**config.mk**
```make
export PLATFORM = sky130hd
export DESIGN_NAME = complex_boxcar_moving_average
export DESIGN_NICKNAME = d
export VERILOG_FILES = /design/src/rtl/core/cbma_pkg.sv /design/src/rtl/core/complex_boxcar_moving_average.sv /design/src/rtl/core/cbma_hist_mem.sv /design/src/rtl/core/cbma_div.sv
export VERILOG_INCLUDE_DIRS = /design/src /design/src/rtl/core
export SDC_FILE = /design/constraint.sdc
export NUM_CORES = 2
export LEC_CHECK = 0
export BUFFER_PORTS_ARGS = -buffer_cell sky130_fd_sc_hd__buf_2
export CAP_MARGIN = 40
export CELL_PAD_IN_SITES_DETAIL_PLACEMENT = 0
export CELL_PAD_IN_SITES_GLOBAL_PLACEMENT = 2
export CORE_UTILIZATION = 44
export DETAILED_ROUTE_END_ITERATION = 7
export GPL_TIMING_DRIVEN = 0
export PLACE_DENSITY = 0.86
export REMOVE_ABC_BUFFERS = 1
export SLEW_MARGIN = 20
export SYNTH_ARGS = -nofsm -noshare
export SYNTH_HDL_FRONTEND = slang
export SYNTH_SLANG_ARGS = --single-unit
```
**constraint.sdc**
```tcl
create_clock -name clk -period 5.9 [get_ports clk]
set_input_delay 0 -clock clk [delete_from_list [all_inputs] [get_ports clk]]
set_output_delay 0 -clock clk [all_outputs]
set_load 0.02 [all_outputs]
```
**src/rtl/core/complex_boxcar_moving_average_assert.svh**
```systemverilog
// ----------------------------------------------------------------------------
// Assertion macros for the complex boxcar moving average
// Shared property templates, clocked on clk and disabled while rst_n is low.
// ----------------------------------------------------------------------------
`ifndef COMPLEX_BOXCAR_MOVING_AVERAGE_ASSERT_SVH
`define COMPLEX_BOXCAR_MOVING_AVERAGE_ASSERT_SVH

// Same-cycle implication
`define CBMA_ASSERT_IMP(lbl, ante, cons, msg) \
  lbl: assert property (@(posedge clk) disable iff (!rst_n) (ante) |-> (cons)) \
    else $error(msg);

// Next-cycle implication
`define CBMA_ASSERT_NXT(lbl, ante, cons, msg) \
  lbl: assert property (@(posedge clk) disable iff (!rst_n) (ante) |=> (cons)) \
    else $error(msg);

`endif

```
**src/rtl/core/cbma_pkg.sv**
```systemverilog
// ----------------------------------------------------------------------------
// cbma_pkg
// Fixed constants of the complex boxcar moving average: register map and
// configuration field widths.
// ----------------------------------------------------------------------------
package cbma_pkg;

  // APB register file
  localparam int CFG_AW = 3;
  localparam int CFG_DW = 32;

  // Register index decoded from the word address bit
  localparam logic REG_WIN_LEN = 1'b0;

  // Width of the window length register
  localparam int WIN_W = 7;

endpackage

```
**src/rtl/core/complex_boxcar_moving_average.sv**
```systemverilog
// ----------------------------------------------------------------------------
// complex_boxcar_moving_average
// Top level: APB window register, delay-line memory, running sums, mean
// divider and result sequencer.
// ----------------------------------------------------------------------------
// Complex boxcar moving average over finite signals. Samples arrive one at a
// time with the last sample of a signal flagged on in_tlast. Once a full
// window of samples of the current signal has arrived, each sample yields the
// window mean of both parts (truncated toward zero); the last sample's mean is
// then repeated so a signal of n samples gives n results, the last one marked
// on out_tlast. A signal that ends before the window fills gives one zero
// result with out_tuser (too short) and out_tlast set. The block handles one
// sample at a time: in_tready stays low from the acceptance of a sample until
// its sums are updated or, where it yields results, until the last of them is
// taken, and each window mean comes from the one-bit-per-cycle mean divider.
// Writing the window length register clears the signal state and must happen
// between signals.
`include "complex_boxcar_moving_average_assert.svh"

module complex_boxcar_moving_average #(
  parameter int MAX_WINDOW   = 64,
  parameter int SAMPLE_WIDTH = 16
) (
  input  logic                         clk,
  input  logic                         rst_n,
  // Sample stream
  input  logic                         in_tvalid,
  output logic                         in_tready,
  // tdata: sample_re, sample_im, zero pad
  input  logic [((2*SAMPLE_WIDTH+7)/8)*8-1:0] in_tdata,
  // tlast: end_of_signal
  input  logic                         in_tlast,
  // Result stream
  output logic                         out_tvalid,
  input  logic                         out_tready,
  // tdata: avg_re, avg_im, zero pad
  output logic [((2*SAMPLE_WIDTH+7)/8)*8-1:0] out_tdata,
  // tlast: final_result
  output logic                         out_tlast,
  // tuser: too_short
  output logic                         out_tuser,
  // Configuration
  input  logic                         cfg_psel,
  input  logic                         cfg_penable,
  input  logic                         cfg_pwrite,
  input  logic [cbma_pkg::CFG_AW-1:0]  cfg_paddr,
  input  logic [cbma_pkg::CFG_DW-1:0]  cfg_pwdata,
  output logic [cbma_pkg::CFG_DW-1:0]  cfg_prdata,
  output logic                         cfg_pready
);

  import cbma_pkg::*;

  localparam int SW    = SAMPLE_WIDTH;
  localparam int DW    = ((2*SW+7)/8)*8;
  localparam int AW    = (MAX_WINDOW > 1) ? $clog2(MAX_WINDOW) : 1;
  localparam int CNT_W = $clog2(MAX_WINDOW + 1);
  localparam int SUM_W = SW + CNT_W;

  localparam logic [1:0] ST_IDLE = 2'd0;
  localparam logic [1:0] ST_UPD  = 2'd1;
  localparam logic [1:0] ST_DIV  = 2'd2;
  localparam logic [1:0] ST_OUT  = 2'd3;

  logic [1:0]              state_r, state_nxt;
  logic [WIN_W-1:0]        win_r;
  logic [CNT_W-1:0]        win_eff;
  logic signed [SUM_W-1:0] sum_re_r, sum_re_nxt;
  logic signed [SUM_W-1:0] sum_im_r, sum_im_nxt;
  logic [CNT_W-1:0]        seen_r, seen_nxt;
  logic [AW-1:0]           wp_r, wp_nxt;
  logic                    sub_r;
  logic [SW-1:0]           smp_re_r, smp_im_r;
  logic                    last_r;
  logic                    div_go_r, div_go_nxt;
  logic [CNT_W-1:0]        rep_left_r, rep_left_nxt;
  logic [SW-1:0]           avg_re_r, avg_re_nxt;
  logic [SW-1:0]           avg_im_r, avg_im_nxt;
  logic                    fin_r, fin_nxt;
  logic                    short_r, short_nxt;

  logic                    in_acc, out_acc, cfg_wr;
  logic [CNT_W-1:0]        rd_ofs;
  logic [AW-1:0]           rd_addr;
  logic [2*SW-1:0]         rd_data;
  logic signed [SUM_W-1:0] old_re, old_im, new_re, new_im;
  logic                    have;
  logic                    div_done;
  logic signed [SUM_W-1:0] quo_re, quo_im;

  assign in_acc  = in_tvalid && in_tready;
  assign out_acc = out_tvalid && out_tready;
  assign cfg_wr  = cfg_psel && cfg_penable && cfg_pwrite && cfg_pready
                   && (cfg_paddr[2] == REG_WIN_LEN);

  // Configuration register
  assign cfg_pready = 1'b1;
  assign cfg_prdata = (cfg_paddr[2] == REG_WIN_LEN) ? CFG_DW'(win_r) : '0;

  always_ff @(posedge clk) begin
    if (!rst_n) begin
      win_r <= WIN_W'(1);
    end else if (cfg_wr) begin
      win_r <= cfg_pwdata[WIN_W-1:0];
    end
  end

  // Clamp the window to 1..MAX_WINDOW
  always_comb begin
    if (win_r == '0) begin
      win_eff = CNT_W'(1);
    end else if ({1'b0, win_r} > (WIN_W+1)'(MAX_WINDOW)) begin
      win_eff = CNT_W'(MAX_WINDOW);
    end else begin
      win_eff = CNT_W'(win_r);
    end
  end

  // Oldest sample in the window sits win_eff entries behind the write pointer
  assign rd_ofs  = (CNT_W'(wp_r) >= win_eff) ? (CNT_W'(wp_r) - win_eff)
                   : (CNT_W'(wp_r) + CNT_W'(MAX_WINDOW) - win_eff);
  assign rd_addr = rd_ofs[AW-1:0];

  cbma_hist_mem #(
    .DEPTH (MAX_WINDOW),
    .AW    (AW),
    .DW    (2*SW)
  ) u_hist (
    .clk     (clk),
    .wr_en   (in_acc),
    .wr_addr (wp_r),
    .wr_data ({in_tdata[2*SW-1:SW], in_tdata[SW-1:0]}),
    .rd_en   (in_acc),
    .rd_addr (rd_addr),
    .rd_data (rd_data)
  );

  assign old_re = SUM_W'(signed'(rd_data[SW-1:0]));
  assign old_im = SUM_W'(signed'(rd_data[2*SW-1:SW]));
  assign new_re = SUM_W'(signed'(smp_re_r));
  assign new_im = SUM_W'(signed'(smp_im_r));
  assign have   = (seen_r >= win_eff);

  cbma_div #(
    .NUM_W (SUM_W),
    .DEN_W (CNT_W)
  ) u_div (
    .clk    (clk),
    .rst_n  (rst_n),
    .start  (div_go_r),
    .num_re (sum_re_r),
    .num_im (sum_im_r),
    .den    (win_eff),
    .done   (div_done),
    .quo_re (quo_re),
    .quo_im (quo_im)
  );

  // Sequencer: accept, update sums, divide, deliver results
  always_comb begin
    state_nxt    = state_r;
    sum_re_nxt   = sum_re_r;
    sum_im_nxt   = sum_im_r;
    seen_nxt     = seen_r;
    wp_nxt       = wp_r;
    div_go_nxt   = 1'b0;
    rep_left_nxt = rep_left_r;
    avg_re_nxt   = avg_re_r;
    avg_im_nxt   = avg_im_r;
    fin_nxt      = fin_r;
    short_nxt    = short_r;
    case (state_r)
      ST_IDLE: begin
        if (in_acc) begin
          wp_nxt    = (wp_r == AW'(MAX_WINDOW - 1)) ? '0 : wp_r + AW'(1);
          seen_nxt  = (seen_r < CNT_W'(MAX_WINDOW)) ? seen_r + CNT_W'(1) : seen_r;
          state_nxt = ST_UPD;
        end
      end
      ST_UPD: begin
        sum_re_nxt = sum_re_r - (sub_r ? old_re : '0) + new_re;
        sum_im_nxt = sum_im_r - (sub_r ? old_im : '0) + new_im;
        if (have) begin
          div_go_nxt = 1'b1;
          state_nxt  = ST_DIV;
        end else if (last_r) begin
          avg_re_nxt   = '0;
          avg_im_nxt   = '0;
          fin_nxt      = 1'b1;
          short_nxt    = 1'b1;
          rep_left_nxt = '0;
          sum_re_nxt   = '0;
          sum_im_nxt   = '0;
          seen_nxt     = '0;
          wp_nxt       = '0;
          state_nxt    = ST_OUT;
        end else begin
          state_nxt = ST_IDLE;
        end
      end
      ST_DIV: begin
        if (div_done) begin
          avg_re_nxt   = quo_re[SW-1:0];
          avg_im_nxt   = quo_im[SW-1:0];
          short_nxt    = 1'b0;
          fin_nxt      = last_r && (win_eff == CNT_W'(1));
          rep_left_nxt = last_r ? (win_eff - CNT_W'(1)) : '0;
          if (last_r) begin
            sum_re_nxt = '0;
            sum_im_nxt = '0;
            seen_nxt   = '0;
            wp_nxt     = '0;
          end
          state_nxt = ST_OUT;
        end
      end
      ST_OUT: begin
        if (out_acc) begin
          if (rep_left_r == '0) begin
            state_nxt = ST_IDLE;
          end else begin
            rep_left_nxt = rep_left_r - CNT_W'(1);
            fin_nxt      = (rep_left_r == CNT_W'(1));
          end
        end
      end
      default: begin
        state_nxt = ST_IDLE;
      end
    endcase
    // A window write starts a new signal
    if (cfg_wr) begin
      sum_re_nxt = '0;
      sum_im_nxt = '0;
      seen_nxt   = '0;
      wp_nxt     = '0;
    end
  end

  always_ff @(posedge clk) begin
    if (!rst_n) begin
      state_r    <= ST_IDLE;
      sum_re_r   <= '0;
      sum_im_r   <= '0;
      seen_r     <= '0;
      wp_r       <= '0;
      div_go_r   <= 1'b0;
      rep_left_r <= '0;
    end else begin
      state_r    <= state_nxt;
      sum_re_r   <= sum_re_nxt;
      sum_im_r   <= sum_im_nxt;
      seen_r     <= seen_nxt;
      wp_r       <= wp_nxt;
      div_go_r   <= div_go_nxt;
      rep_left_r <= rep_left_nxt;
    end
  end

  // Hold the request and the result payload
  always_ff @(posedge clk) begin
    if (in_acc) begin
      smp_re_r <= in_tdata[SW-1:0];
      smp_im_r <= in_tdata[2*SW-1:SW];
      last_r   <= in_tlast;
      sub_r    <= (seen_r >= win_eff);
    end
    avg_re_r <= avg_re_nxt;
    avg_im_r <= avg_im_nxt;
    fin_r    <= fin_nxt;
    short_r  <= short_nxt;
  end

  assign in_tready  = (state_r == ST_IDLE);
  assign out_tvalid = (state_r == ST_OUT);
  assign out_tdata  = DW'({avg_im_r, avg_re_r});
  assign out_tlast  = fin_r;
  assign out_tuser  = short_r;

  `CBMA_ASSERT_IMP(a_done_in_div, div_done, state_r == ST_DIV, "divider finished outside divide state")
  `CBMA_ASSERT_IMP(a_short_is_zero, out_tvalid && out_tuser, out_tlast && (out_tdata == '0), "too-short result not final or not zero")
  `CBMA_ASSERT_IMP(a_final_no_repeat, out_tvalid && out_tlast, rep_left_r == '0, "final result with repeats pending")

endmodule

```
**src/rtl/core/cbma_hist_mem.sv**
```systemverilog
// ----------------------------------------------------------------------------
// cbma_hist_mem
// Sample delay line: one write port, one registered read port with
// read-first behavior when both ports hit the same entry.
// ----------------------------------------------------------------------------
module cbma_hist_mem #(
  parameter int DEPTH = 64,
  parameter int AW    = 6,
  parameter int DW    = 32
) (
  input  logic          clk,
  input  logic          wr_en,
  input  logic [AW-1:0] wr_addr,
  input  logic [DW-1:0] wr_data,
  input  logic          rd_en,
  input  logic [AW-1:0] rd_addr,
  output logic [DW-1:0] rd_data
);

  logic [DW-1:0] mem [DEPTH];
  logic [DW-1:0] rd_data_r;

  // Read old contents before a write to the same entry lands
  always_ff @(posedge clk) begin
    if (rd_en) begin
      rd_data_r <= mem[rd_addr];
    end
  end

  always_ff @(posedge clk) begin
    if (wr_en) begin
      mem[wr_addr] <= wr_data;
    end
  end

  assign rd_data = rd_data_r;

endmodule

```
**src/rtl/core/cbma_div.sv**
```systemverilog
// ----------------------------------------------------------------------------
// cbma_div
// Two-lane iterative signed divider. Restoring division on magnitudes, one
// quotient bit per lane per cycle, truncation toward zero.
// ----------------------------------------------------------------------------
`include "complex_boxcar_moving_average_assert.svh"

module cbma_div #(
  parameter int NUM_W = 23,
  parameter int DEN_W = 7
) (
  input  logic                    clk,
  input  logic                    rst_n,
  input  logic                    start,
  input  logic signed [NUM_W-1:0] num_re,
  input  logic signed [NUM_W-1:0] num_im,
  input  logic        [DEN_W-1:0] den,
  output logic                    done,
  output logic signed [NUM_W-1:0] quo_re,
  output logic signed [NUM_W-1:0] quo_im
);

  localparam int STEP_W = (NUM_W > 1) ? $clog2(NUM_W) : 1;

  logic             busy_r, busy_nxt;
  logic             done_r, done_nxt;
  logic [STEP_W-1:0] step_r, step_nxt;
  logic [DEN_W-1:0] den_r, den_nxt;
  logic             neg_r  [2];
  logic             neg_nxt[2];
  logic [NUM_W-1:0] qr_r   [2];
  logic [NUM_W-1:0] qr_nxt [2];
  logic [DEN_W-1:0] rem_r  [2];
  logic [DEN_W-1:0] rem_nxt[2];

  logic signed [NUM_W-1:0] num_sel[2];
  logic [NUM_W-1:0]        quo_mag[2];

  // Load magnitudes on start, then shift one bit through each lane per cycle
  always_comb begin
    logic [DEN_W:0] rem_sh;
    logic           ge;
    rem_sh     = '0;
    ge         = 1'b0;
    num_sel[0] = num_re;
    num_sel[1] = num_im;
    busy_nxt   = busy_r;
    done_nxt   = 1'b0;
    step_nxt   = step_r;
    den_nxt    = den_r;
    for (int i = 0; i < 2; i++) begin
      neg_nxt[i] = neg_r[i];
      qr_nxt[i]  = qr_r[i];
      rem_nxt[i] = rem_r[i];
    end
    if (start && !busy_r) begin
      busy_nxt = 1'b1;
      step_nxt = '0;
      den_nxt  = den;
      for (int i = 0; i < 2; i++) begin
        neg_nxt[i] = num_sel[i][NUM_W-1];
        qr_nxt[i]  = num_sel[i][NUM_W-1] ? (~num_sel[i] + NUM_W'(1)) : num_sel[i];
        rem_nxt[i] = '0;
      end
    end else if (busy_r) begin
      for (int i = 0; i < 2; i++) begin
        rem_sh     = {rem_r[i], qr_r[i][NUM_W-1]};
        ge         = (rem_sh >= {1'b0, den_r});
        rem_nxt[i] = ge ? DEN_W'(rem_sh - {1'b0, den_r}) : rem_sh[DEN_W-1:0];
        qr_nxt[i]  = {qr_r[i][NUM_W-2:0], ge};
      end
      step_nxt = step_r + STEP_W'(1);
      if (step_r == STEP_W'(NUM_W - 1)) begin
        busy_nxt = 1'b0;
        done_nxt = 1'b1;
      end
    end
  end

  always_ff @(posedge clk) begin
    if (!rst_n) begin
      busy_r <= 1'b0;
      done_r <= 1'b0;
      step_r <= '0;
    end else begin
      busy_r <= busy_nxt;
      done_r <= done_nxt;
      step_r <= step_nxt;
    end
  end

  always_ff @(posedge clk) begin
    den_r <= den_nxt;
    for (int i = 0; i < 2; i++) begin
      neg_r[i] <= neg_nxt[i];
      qr_r[i]  <= qr_nxt[i];
      rem_r[i] <= rem_nxt[i];
    end
  end

  // Restore the sign of each quotient
  always_comb begin
    for (int i = 0; i < 2; i++) begin
      quo_mag[i] = neg_r[i] ? (~qr_r[i] + NUM_W'(1)) : qr_r[i];
    end
  end

  assign done   = done_r;
  assign quo_re = signed'(quo_mag[0]);
  assign quo_im = signed'(quo_mag[1]);

  `CBMA_ASSERT_NXT(a_div_done_pulse, done_r, !done_r, "divider done held more than one cycle")
  `CBMA_ASSERT_IMP(a_div_no_restart, start, !busy_r, "divider started while busy")
  `CBMA_ASSERT_IMP(a_div_step_range, busy_r, step_r < STEP_W'(NUM_W), "divider step out of range")

endmodule
```
==> flow_summary.yaml <==
status:
  status: "finished, final reports clean"
floorplan:
  chipHeight_um: 466
  dieArea_um2: 217000
  start_util: 0.445
  die_w_um: 466
  core_um2: 213000
  io_pins: 144
  num_rows: 169
detailed_routing:
  viasPerCell: 5.76
  drt-pass1-iter-count: 5
  drt_iter0_drc: 5391
  wirelength_mm: 223
  routedWlPerCell_um: 26.5
  drcViolationCount: 0
  vias: 48400
  route.antenna.remaining_nets: 0
worst_setup_path:
  reg2regPathDepth: 17
  cp_slowest_cell: "fa_4"
  path_depth: 17
  startpoint_type: "flip-flop"
  cp.required_ns: 6.46
  cpPeakStageDelay_ns: 0.84
  critical_path.top_delay_family: "buffers and inverters"
  worstPathBufferInverterCount: 7
  crit_fanout: 45
  cp_common_cell: "buf_16"
  critPathKind: "reg2reg"
  endpoint_kind: "flip-flop"
  cp.arrival_ns: 6.31
  cp_cell_sequence: "nor4_2 > a21oi_1 > nor2_1 > buf_4 > ha_4 > inv_1 > fa_4 > buf_16 > buf_16 > buf_12 > buf_16 > buf_16 > mux4_2 > mux2i_1 > mux2_2 > o22ai_1 > a221o_1"
sta:
  hold_viol_final: 0
  slew_headroom: 0.415
  drv_slew: 0
  period_share: 0.975
  rsz0062_at_grt: "false"
  fin_crit_ns: 5.75
  tns_ns: 0
  fmax_mhz: 174
  skew_ns: 0.0745
  setup-violations-final: 0
  fin_ws_ns: 0.150
  whs_ns: 0.149
  tightestPinTransition_ns: 0.878
yosys:
  synth_edf_count: 2203
  yosys.cell_types.count: 81
  synth_area_leaders: "edfxtp_1 70%, mux4_2 12%, mux2i_1 2.1%"
  syn_area_um2: 94700
  ys_seq_elements: 2300
  avgSynthCellArea_um2: 18.6
  synth_ff_type: "edfxtp_1"
  yosysTopAreaCellShare: 0.699
  synth_area_leader_cell: "edfxtp_1"
  syn_inst: 5081
  yosysWarnings: 0
  yosysSeqAreaShare: 0.719
  synth-async-reset-ratio: 0
clock_network:
  clock_sinks: 2300
  clockBufferDepth: 3
  path_clk_slew_ns: 0.06
  h-tree-depth: 4
  worstSkewPairLatency_ns: 0.86
  cts_tree: "built"
  clock-root-buffer: "clkbuf_16"
  numCtsBuffers: 214
power_and_ir_drop:
  peakVddDrop_mv: 0.364
  power.leakage_nw: 36.7
  powerDensity_nw_per_um2: 462
placement:
  dp_hpwl_mm: 144
  place_area_um2: 102000
  io_buffers: 90
  dp_slack_ns: -0.261
  gp_congestion: 0.804
min_path:
  hold_path.class: "in2reg"
  hold_depth: 3
layout:
  nFillCells: 16400
  regArea_um2: 68100
  multi_input_area_um2: 25200
  fin_util: 0.517
  final_area_um2: 110000
  layout.nets: 5617
  synthToLayoutAreaGrowth_pct: 16.3
  drive_gt1_frac: 0.228
global_route:
  grt_pass1_wl_mm: 325
  antenna_found_initial: 6
  grt_pass1_vias: 48700
  grt_usage: 0.205
  grt_overflow: 0
  grt_max_degree: 84
run:
  cap_violations: 0
==> final timing paths <==
check               startpoint            endpoint  slack, ns
setup reg to reg      win_r[3]  u_hist.rd_data[19]       0.15
setup / recovery      win_r[3]  u_hist.rd_data[19]       0.15
hold / removal           rst_n       rep_left_r[0]       0.15
hold reg to reg   sum_im_r[21]        sum_im_r[21]       0.45
==> routing by layer <==
| metal | wire (µm) | track usage | vias to the layer above |
|---|---|---|---|
| met4 | 7640 | 0.0706 | 2 |
| met5 | 13 | 0 | - |
| met2 | 108000 | 0.334 | 2096 |
| met1 | 89000 | 0.273 | 25000 |
| li1 | - | - | 21000 |
| met3 | 18500 | 0.0422 | 367 |
==> cell usage in the layout, fill, tap and decap left out, types with 68 or more instances in the layout <==
| cell | instances |
|---|---|
| edfxtp_1 | 2203 |
| xnor2_1 | 74 |
| clkbuf_16 | 216 |
| ha_1 | 87 |
| dfxtp_1 | 97 |
| buf_16 | 86 |
| o21ai_0 | 111 |
| inv_1 | 216 |
| mux2i_1 | 199 |
| nor2_1 | 107 |
| nand2_1 | 184 |
| a21oi_1 | 137 |
| dlygate4sd3_1 | 68 |
| buf_12 | 70 |
| a211oi_1 | 74 |
| mux4_2 | 512 |
| buf_2 | 78 |
| nor2b_1 | 90 |
==> cells by family (layout without fill, tap and decap cells) <==
group,after synthesis,count (layout),synth area share
fa+ha+maj,135,135,0.0216
compound gates,594,594,0.0416
simple gates,655,655,0.0337
other cells,2,30,0.0000793
xor+xnor,118,118,0.0109
mux,777,777,0.151
flops,2300,2300,0.719
buf+inv,500,981,0.0222
==> worst min-delay path: stages <==
cell	delay, ns
dlygate4sd3_1	0.53
buf_2	0.23
o211a_1	0.15
==> state kept, by name (all words and copies together), names as in the netlist, 2 cells and up, named ones only <==
register / cells
sum_re_r: 23
u_div.den_r: 7
avg_re_r: 16
u_div.qr_r: 46
u_div.neg_r: 2
u_hist.mem: 2048
smp_im_r: 16
u_hist.rd_data: 32
u_div.step_r: 5
wp_r: 6
seen_r: 7
avg_im_r: 16
smp_re_r: 16
win_r: 7
u_div.rem_r: 14
rep_left_r: 7
sum_im_r: 23
==> repair_timing <==
item / in CTS / in global routing
hold endpoints to repair: 2154 / 0
hold buffers: 68 / 0
buffers inserted: 1 / 0
endpoints found under the setup margin: 16 / 4
pin swaps: 1 / 0
resized for setup: 1 / 4
==> final cells by class <==
class | instances | area share
clock buffers | 263 | 0.0507
diodes | 4 | 0.0000909
repair buffers | 365 | 0.0501
clock inverters | 132 | 0.0123
well taps | 2821 | 0.0321
flip-flops and latches | 2300 | 0.618
multi-input cells | 2305 | 0.229
inverters | 221 | 0.00753
==> cells in the mapped netlist (8+ instances only) <==
library cell and count:
and3_1 10, o31ai_1 31, nor2b_1 90, nand2_1 185, buf_1 17, nor2_1 170
edfxtp_1 2203, a221o_1 39, dfxtp_1 97, and2_1 39, o21ai_0 111, a21o_1 32
inv_1 217, mux2i_1 199, nand2b_1 9, nand3_1 46, nor3_1 28, buf_4 26
ha_1 88, o21bai_1 8, mux2_2 66, buf_2 94, nand4_1 20, nor3b_1 8
o21ai_1 22, a31oi_1 8, clkbuf_1 141, xor2_1 44, or3_1 15, o211ai_1 11
a21oi_1 138, xnor2_1 74, mux4_2 512, o22ai_1 37, a211oi_1 76, a22oi_1 21
o41ai_1 8, fa_1 47
==> metrics by stage <==
step / power (mW) / instances
4_1_cts: 51.1 / 8398
5_1_grt: 53.0 / 8408
3_5_place_dp: 37.3 / 7934
3_3_place_gp: 32.4 / 7737
2_1_floorplan: 30.2 / 4826
6_report: 50.9 / 8411
==> power by group <==
part	internal (mW)	switching (mW)	total (mW)	leakage, nW
clock network	7.69	6.04	13.7	3.37
logic	7.94	10.3	18.2	12.6
registers	18.6	0.344	19.0	20.7
total	34.2	16.6	50.9	36.7
Power figures use the tool's default switching activity.
